===== src/hdl/rba_pkg.sv =====
`timescale 1ns / 1ps
// ----------------------------------------------------------------------------
// Registry bump allocator package
// Shared constants, status codes and the control word passed between cells.
// ----------------------------------------------------------------------------
package rba_pkg;

  localparam int unsigned RegistryEntriesDef = 16;
  localparam int unsigned AddrBitsDef        = 24;
  localparam int unsigned FieldW             = 24;
  localparam int unsigned StatusW            = 3;

  localparam logic [StatusW-1:0] ST_OK       = 3'd0;
  localparam logic [StatusW-1:0] ST_NOT_INIT = 3'd1;
  localparam logic [StatusW-1:0] ST_ZERO     = 3'd2;
  localparam logic [StatusW-1:0] ST_EXCEEDS  = 3'd3;
  localparam logic [StatusW-1:0] ST_HANDLE   = 3'd4;
  localparam logic [StatusW-1:0] ST_FULL     = 3'd5;

  localparam logic MODE_ALLOC = 1'b0;
  localparam logic MODE_FREE  = 1'b1;

  // Control part of the request that walks along the cell row.
  typedef struct packed {
    logic               vld;     // a request occupies this slot
    logic               act;     // request passed its checks and may touch entries
    logic               mode;
    logic [StatusW-1:0] status;  // outcome of the up-front checks
    logic               hit;     // some earlier cell already served the request
    logic               reused;  // the serving cell was a freed entry
  } rba_ctl_t;

endpackage


===== src/hdl/rba_cell.sv =====
`timescale 1ns / 1ps
// ----------------------------------------------------------------------------
// Registry bump allocator cell
// Holds one registry entry and serves the request passing through it.
// ----------------------------------------------------------------------------
module rba_cell import rba_pkg::*; #(
  parameter int unsigned AW = AddrBitsDef
) (
  input  logic          clk_i,
  input  logic          rst_ni,
  input  logic          clear_i,
  input  rba_ctl_t      ctl_i,
  input  logic [AW-1:0] amount_i,
  input  logic [AW-1:0] base_i,
  input  logic [AW-1:0] hoff_i,
  input  logic [AW-1:0] off_i,
  output rba_ctl_t      ctl_o,
  output logic [AW-1:0] amount_o,
  output logic [AW-1:0] base_o,
  output logic [AW-1:0] hoff_o,
  output logic [AW-1:0] off_o
);

  logic          valid_q, valid_d;
  logic          used_q, used_d;
  logic [AW-1:0] cap_q, cap_d;
  logic [AW-1:0] ofs_q, ofs_d;
  rba_ctl_t      ctl_q, ctl_d;
  logic [AW-1:0] amount_q, base_q, hoff_q, off_q, off_d;
  logic          fit;

  assign fit = valid_q && !used_q && (cap_q >= amount_i) && (amount_i >= (cap_q >> 1));

  always_comb begin
    valid_d = valid_q;
    used_d  = used_q;
    cap_d   = cap_q;
    ofs_d   = ofs_q;
    ctl_d   = ctl_i;
    off_d   = off_i;
    if (ctl_i.vld && ctl_i.act && !ctl_i.hit) begin
      if (ctl_i.mode == MODE_FREE) begin
        if (valid_q && (ofs_q == hoff_i)) begin
          used_d    = 1'b0;
          ctl_d.hit = 1'b1;
        end
      end else if (fit) begin
        used_d       = 1'b1;
        ctl_d.hit    = 1'b1;
        ctl_d.reused = 1'b1;
        off_d        = ofs_q;
      end else if (!valid_q) begin
        // Entries fill in order, so the first empty cell is the append slot.
        valid_d   = 1'b1;
        used_d    = 1'b1;
        cap_d     = amount_i;
        ofs_d     = base_i;
        ctl_d.hit = 1'b1;
        off_d     = base_i;
      end
    end
    if (clear_i) begin
      valid_d = 1'b0;
      used_d  = 1'b0;
    end
  end

  always_ff @(posedge clk_i or negedge rst_ni) begin
    if (!rst_ni) begin
      valid_q <= 1'b0;
      used_q  <= 1'b0;
      ctl_q   <= '0;
    end else begin
      valid_q <= valid_d;
      used_q  <= used_d;
      ctl_q   <= ctl_d;
    end
  end

  always_ff @(posedge clk_i) begin
    cap_q    <= cap_d;
    ofs_q    <= ofs_d;
    amount_q <= amount_i;
    base_q   <= base_i;
    hoff_q   <= hoff_i;
    off_q    <= off_d;
  end

  assign ctl_o    = ctl_q;
  assign amount_o = amount_q;
  assign base_o   = base_q;
  assign hoff_o   = hoff_q;
  assign off_o    = off_q;

endmodule


===== src/hdl/registry_bump_allocator_top.sv =====
`timescale 1ns / 1ps
// ----------------------------------------------------------------------------
// Registry bump allocator
// Byte pool allocator with a registry of blocks that freed entries reuse.
// ----------------------------------------------------------------------------
// Usage:
//   Configure the pool size through the cfg beat channel; every write clears
//   the registry and the consumed byte count. cfg_ready_o is low while busy
//   and while start is high, so a write never meets a request in flight.
//   A request is taken at a rising edge with start high and busy low. mode_i
//   selects allocate or free. The request then walks the row of registry
//   cells, one cell per cycle, each cell checking and updating its own entry.
//   The result appears on status_o, offset_o, reused_o and found_o for one
//   cycle with done_o high, once the request has left the last cell. busy
//   drops at the edge that ends that cycle, so a new request is taken only
//   after the last one has passed the whole cell row.
//   The receiver cannot stall; it must take each result in its done_o cycle.
//   Reset clears the pool size to zero (allocate reports not initialized),
//   empties the registry and leaves the block idle.
// ----------------------------------------------------------------------------
module registry_bump_allocator_top import rba_pkg::*; #(
  parameter int unsigned REGISTRY_ENTRIES = RegistryEntriesDef,
  parameter int unsigned ADDR_BITS        = AddrBitsDef
) (
  input  logic               clk_i,
  input  logic               rst_ni,
  input  logic               start,
  output logic               busy,
  input  logic               mode_i,
  input  logic [FieldW-1:0]  amount_i,
  input  logic               handle_set_i,
  input  logic [FieldW-1:0]  handle_offset_i,
  output logic               done_o,
  output logic [StatusW-1:0] status_o,
  output logic [FieldW-1:0]  offset_o,
  output logic               reused_o,
  output logic               found_o,
  input  logic               cfg_valid_i,
  output logic               cfg_ready_o,
  input  logic [FieldW-1:0]  cfg_data_i
);

  localparam int unsigned N  = REGISTRY_ENTRIES;
  localparam int unsigned AW = ADDR_BITS;

  logic          busy_q, busy_d;
  logic [AW-1:0] pool_q, pool_d;
  logic [AW-1:0] consumed_q, consumed_d;
  logic          cfg_wr, accept;
  logic [AW-1:0] amt, hoff;
  logic [StatusW-1:0] pre_status;

  rba_ctl_t      ctl_w    [0:N];
  logic [AW-1:0] amount_w [0:N];
  logic [AW-1:0] base_w   [0:N];
  logic [AW-1:0] hoff_w   [0:N];
  logic [AW-1:0] off_w    [0:N];

  rba_ctl_t      last;
  logic          alloc_ok, appended;

  assign cfg_wr      = cfg_valid_i && cfg_ready_o;
  assign cfg_ready_o = !busy_q && !start;
  assign accept      = start && !busy_q;
  assign busy        = busy_q;

  assign amt  = AW'(amount_i);
  assign hoff = AW'(handle_offset_i);

  always_comb begin
    priority if (pool_q == '0) begin
      pre_status = ST_NOT_INIT;
    end else if (amt == '0) begin
      pre_status = ST_ZERO;
    end else if ((consumed_q > pool_q) || (amt > (pool_q - consumed_q))) begin
      pre_status = ST_EXCEEDS;
    end else if (handle_set_i) begin
      pre_status = ST_HANDLE;
    end else begin
      pre_status = ST_OK;
    end
  end

  always_comb begin
    ctl_w[0]        = '0;
    ctl_w[0].vld    = accept;
    ctl_w[0].mode   = mode_i;
    ctl_w[0].status = (mode_i == MODE_FREE) ? ST_OK : pre_status;
    ctl_w[0].act    = (mode_i == MODE_FREE) || (pre_status == ST_OK);
  end
  assign amount_w[0] = amt;
  assign base_w[0]   = consumed_q;
  assign hoff_w[0]   = hoff;
  assign off_w[0]    = '0;

  for (genvar i = 0; i < N; i++) begin : g_cell
    rba_cell #(
      .AW(AW)
    ) u_cell (
      .clk_i   (clk_i),
      .rst_ni  (rst_ni),
      .clear_i (cfg_wr),
      .ctl_i   (ctl_w[i]),
      .amount_i(amount_w[i]),
      .base_i  (base_w[i]),
      .hoff_i  (hoff_w[i]),
      .off_i   (off_w[i]),
      .ctl_o   (ctl_w[i+1]),
      .amount_o(amount_w[i+1]),
      .base_o  (base_w[i+1]),
      .hoff_o  (hoff_w[i+1]),
      .off_o   (off_w[i+1])
    );
  end

  assign last     = ctl_w[N];
  assign done_o   = last.vld;
  assign alloc_ok = (last.mode == MODE_ALLOC) && (last.status == ST_OK) && last.hit;
  assign appended = last.vld && alloc_ok && !last.reused;

  always_comb begin
    if (last.mode == MODE_FREE) begin
      status_o = ST_OK;
    end else if (last.status != ST_OK) begin
      status_o = last.status;
    end else if (!last.hit) begin
      status_o = ST_FULL;
    end else begin
      status_o = ST_OK;
    end
  end

  assign offset_o = alloc_ok ? FieldW'(off_w[N]) : '0;
  assign reused_o = alloc_ok && last.reused;
  assign found_o  = (last.mode == MODE_FREE) && last.hit;

  always_comb begin
    busy_d     = busy_q;
    pool_d     = pool_q;
    consumed_d = consumed_q;
    if (accept) begin
      busy_d = 1'b1;
    end else if (done_o) begin
      busy_d = 1'b0;
    end
    if (appended) begin
      consumed_d = consumed_q + amount_w[N];
    end
    if (cfg_wr) begin
      pool_d     = AW'(cfg_data_i);
      consumed_d = '0;
    end
  end

  always_ff @(posedge clk_i or negedge rst_ni) begin
    if (!rst_ni) begin
      busy_q     <= 1'b0;
      pool_q     <= '0;
      consumed_q <= '0;
    end else begin
      busy_q     <= busy_d;
      pool_q     <= pool_d;
      consumed_q <= consumed_d;
    end
  end

endmodule


===== config.mk =====
export PLATFORM = sky130hd
export DESIGN_NAME = registry_bump_allocator_top
export DESIGN_NICKNAME = d
export VERILOG_FILES = /design/src/hdl/rba_pkg.sv /design/src/hdl/rba_cell.sv /design/src/hdl/registry_bump_allocator_top.sv
export SDC_FILE = /design/constraint.sdc
export NUM_CORES = 2
export LEC_CHECK = 0
export BUFFER_PORTS_ARGS = -buffer_cell sky130_fd_sc_hd__buf_2
export CAP_MARGIN = 5
export CORE_UTILIZATION = 40
export CTS_BUF_LIST = sky130_fd_sc_hd__clkbuf_16
export DETAILED_ROUTE_END_ITERATION = 6
export GPL_TIMING_DRIVEN = 0
export SYNTH_ARGS = -nofsm -noshare
export SYNTH_HDL_FRONTEND = slang
export SYNTH_SLANG_ARGS = --single-unit

===== constraint.sdc =====
create_clock -name clk_i -period 7.9 [get_ports clk_i]
set_clock_uncertainty 0.1 [all_clocks]
set_input_delay 0.395 -clock clk_i [delete_from_list [all_inputs] [get_ports clk_i]]
set_output_delay 0.395 -clock clk_i [all_outputs]
set_load 0.005 [all_outputs]

==> impl_metrics.py <==
metrics = {
    "placement": {
        "numPortBuffers": 109,
        "dp.final_hpwl_mm": 165,
        "place_area_sq_mm": 0.0990,
        "gp_routability_congestion": 0.953,
        "place_ws_ns": 1.09,
    },
    "timing": {
        "relSlewSlack": 0.0616,
        "grt_setup_unrepaired": "false",
        "finalSetupViolations": 0,
        "worstMarginPinSlew_ns": 1.41,
        "min_period_ns": 6.46,
        "fin_crit_sh": 0.818,
        "drv_slew": 0,
        "worst_slack_ns": 1.44,
        "hold_violations": 0,
        "finalSetupTns_ns": 0,
        "fmax_mhz": 155,
    },
    "drt": {
        "drc_errors": 0,
        "vias": 55828,
        "viasPerCell": 4.94,
        "totalWireLength_mm": 210,
        "antenna_left": 0,
        "dr.pass1.iters": 7,
        "wl_per_cell_um": 18.6,
        "drt_iter0_markers": 2877,
    },
    "synthesis": {
        "yosys_warnings": 0,
        "synth_ff_type": "dfxtp_1",
        "synth_area_sq_mm": 0.0943,
        "synth_cells": 7521,
        "synth_cell_type_count": 90,
        "synth_edf_count": 768,
        "synthArstFlopShare": 0.0844,
        "ys_seq_elements": 2464,
        "synth.avg_cell_area_sq_um": 12.5,
        "yosysSeqAreaShare": 0.616,
        "synth_fp_nets": 8424,
    },
    "global_route": {
        "grt_pass1_vias": 57713,
        "grt_start_max_net_pins": 116,
        "antenna_found_initial": 3,
        "overflow": 0,
        "grt_pass1_wl_mm": 327,
        "grtUsageTotal": 0.176,
    },
    "cells_and_area": {
        "fin_util": 0.461,
        "area_delta_synth_final_pct": 14.1,
        "fillers": 20840,
        "final_area_sq_mm": 0.108,
        "final_layout_size_suffix_gt1_frac": 0.0671,
        "nNetsFinal": 8855,
        "seq_area_sq_mm": 0.0581,
        "final_common_cell": "dfxtp_1",
        "final_cell_mix": "1488 x dfxtp_1, 887 x inv_1, 823 x ha_1",
        "multiInputGateArea_sq_mm": 0.0324,
    },
    "critical_path": {
        "endpoint_kind": "register",
        "reg2reg_to": "g_cell[0].u_cell.cap_q[1]",
        "worstPathRequired_ns": 8.32,
        "arrival_ns": 6.88,
        "reg2reg_depth": 20,
        "criticalPathCategory": "reg -> reg",
        "critPathLaunchType": "register",
        "ff2ff_setup_slack_ns": 1.44,
        "worstPathMaxFanout": 40,
        "r2r_start": "consumed_q[1]",
    },
    "clock_tree": {
        "cts.sinks": 2464,
        "cts_root_buffer": "clkbuf_16",
        "cts_setup_buffers": 0,
        "cts_max_path_buffers": 3,
        "path_clk_slew_ns": 0.07,
        "cts_buffers": 231,
        "clock_latency_ns": 0.88,
        "cts_tree": "done",
        "cts_resized": 0,
        "h-tree-depth": 4,
    },
    "power": {
        "ir_worst_vdd_mv": 0.221,
        "netSwitchingPower_mw": 6.65,
        "power.internal_mw": 20.9,
        "swShare": 0.241,
        "p_comb_frac": 0.078,
        "powerDensity_mw_per_mm2": 256,
        "p_seq_frac": 0.523,
        "clkPwrFrac": 0.399,
        "p_leak_nw": 46.6,
    },
    "floorplanning": {
        "start_util": 0.404,
        "die_area_sq_mm": 0.238,
        "pin_count": 110,
        "die_x_um": 488,
        "rows": 177,
        "core_sq_mm": 0.233,
        "die_h_um": 488,
    },
    "hold_path": {
        "hold_path_class": "in -> async",
    },
    "run_status": {
        "status": "finished clean",
    },
    "run": {
        "drv_cap": 0,
    },
}
logic make-up after synthesis:
family / count (synthesis) / synth area share
DFF: 2464 / 0.616
muxes: 125 / 0.0133
AOI/OAI and AO/OA: 1353 / 0.107
buffers and inverters: 1000 / 0.0410
xor gates and xnor gates: 422 / 0.0392
adders and majority gates: 825 / 0.110
and+or+nand+nor: 1332 / 0.0743
per-stage QoR:
stage / power [mW] / hold slack, ns / cells
after floorplan: 15.9 / -0.000591 / 7521
after global placement: 16.8 / 0.236 / 10762
after detailed placement: 16.8 / 0.235 / 10774
after CTS: 27.9 / 0.00694 / 11293
after global routing: 28.7 / 0.0326 / 11294
final: 27.6 / 0.0719 / 11295
power groups by stage:
| stage | Sequential [mW] | Clock [mW] | Combinational (mW) |
|---|---|---|---|
| 4_1_cts | 14.4 | 11.3 | 2.17 |
| 3_3_place_gp | 14.7 | 0 | 2.07 |
| 2_1_floorplan | 14.4 | 0 | 1.53 |
| 6_report | 14.4 | 11.0 | 2.16 |
| 5_1_grt | 14.5 | 11.8 | 2.42 |
| 3_5_place_dp | 14.7 | 0 | 2.13 |
timing repair:
| item | CTS | global route |
|---|---|---|
| hold endpoints to repair | 221 | 0 |
| hold buffers | 76 | 0 |
| setup endpoints to repair | 0 | 0 |
cell type report:
type | count | share of cell area
buffer | 164 | 0.00709
inverter | 836 | 0.0292
antenna | 1 | 0.0000233
clock buffer | 242 | 0.0563
multi-input combinational | 4057 | 0.301
sequential | 2464 | 0.540
timing repair buffer | 198 | 0.0146
tap | 3132 | 0.0364
clock inverter | 201 | 0.0159
worst max-delay path, cell delays in order (launching register included):
cell and delay, ns:
dfrtp_1 0.84, inv_1 0.11, ha_1 0.29, nor2b_1 0.14, o31a_1 0.29, o311ai_1 0.56
nand4_1 0.25, a21oi_1 0.33, o21bai_1 0.11, a21oi_1 0.18, xor2_1 0.20, ha_1 0.27
a21oi_1 0.15, o21ai_1 0.15, a211oi_1 0.23, o311ai_0 0.16, a21oi_1 0.41, nand3_2 0.29
nor2_2 0.30, buf_2 0.44, buf_12 0.28
sequential cells by signal, summed over array words and instances, names as in the netlist:
name,cells
g_cell.u_cell.amount_o,384
g_cell.u_cell.cap_q,384
g_cell.u_cell.off_o,384
g_cell.u_cell.ofs_q,384
g_cell.u_cell.base_o,360
g_cell.u_cell.hoff_o,360
g_cell.u_cell.ctl_o,127
consumed_q,24
pool_q,24
g_cell.u_cell.used_q,16
g_cell.u_cell.valid_q,16
busy,1
synthesized netlist by cell type (21+ instances only):
cell / n / area (sq um)
nor2b_1: 36 / 225
o211ai_1: 23 / 173
and2_1: 196 / 1230
xor2_1: 116 / 1020
o21ai_0: 115 / 576
nand4_1: 173 / 1080
nand2b_1: 37 / 231
nor4_1: 61 / 382
nor2_1: 153 / 574
dfrtp_1: 208 / 5200
nand3_1: 154 / 771
o21ai_1: 61 / 305
a211oi_1: 64 / 480
ha_1: 823 / 10300
mux2i_1: 125 / 1250
edfxtp_1: 768 / 23100
a21oi_1: 262 / 1310
dfxtp_1: 1488 / 29800
nand2_1: 316 / 1190
o21a_1: 21 / 158
a31oi_1: 24 / 150
a21o_1: 242 / 1820
a22o_1: 71 / 622
buf_2: 30 / 150
a221o_1: 282 / 2820
nor3_1: 55 / 275
clkbuf_1: 120 / 450
and3_1: 37 / 231
xnor2_1: 306 / 2680
o22ai_1: 27 / 169
inv_1: 835 / 3130
or3_1: 38 / 238
worst max path at each step:
stage | from | end | slack [ns]
finish | consumed_q[1] | g_cell[0].u_cell.cap_q[1] | 1.44
global route | consumed_q[1] | g_cell[0].u_cell.cap_q[3] | 1.05
CTS | consumed_q[1] | g_cell[0].u_cell.cap_q[0] | 1.07
detailed placement | consumed_q[1] | g_cell[0].u_cell.cap_q[0] | 1.09
global placement | consumed_q[1] | g_cell[0].u_cell.cap_q[0] | 1.11
floorplan | consumed_q[0] | g_cell[0].u_cell.cap_q[0] | 2.79
per-layer routing:
layer  up-vias  track usage  part of all wire
li1      27756            -                 -
met1     26476        0.219              0.44
met2      1130        0.298              0.47
met3       466       0.0247             0.038
met4         0       0.0881             0.050
met5         -            0                 0
Power figures use the tool's default switching activity.
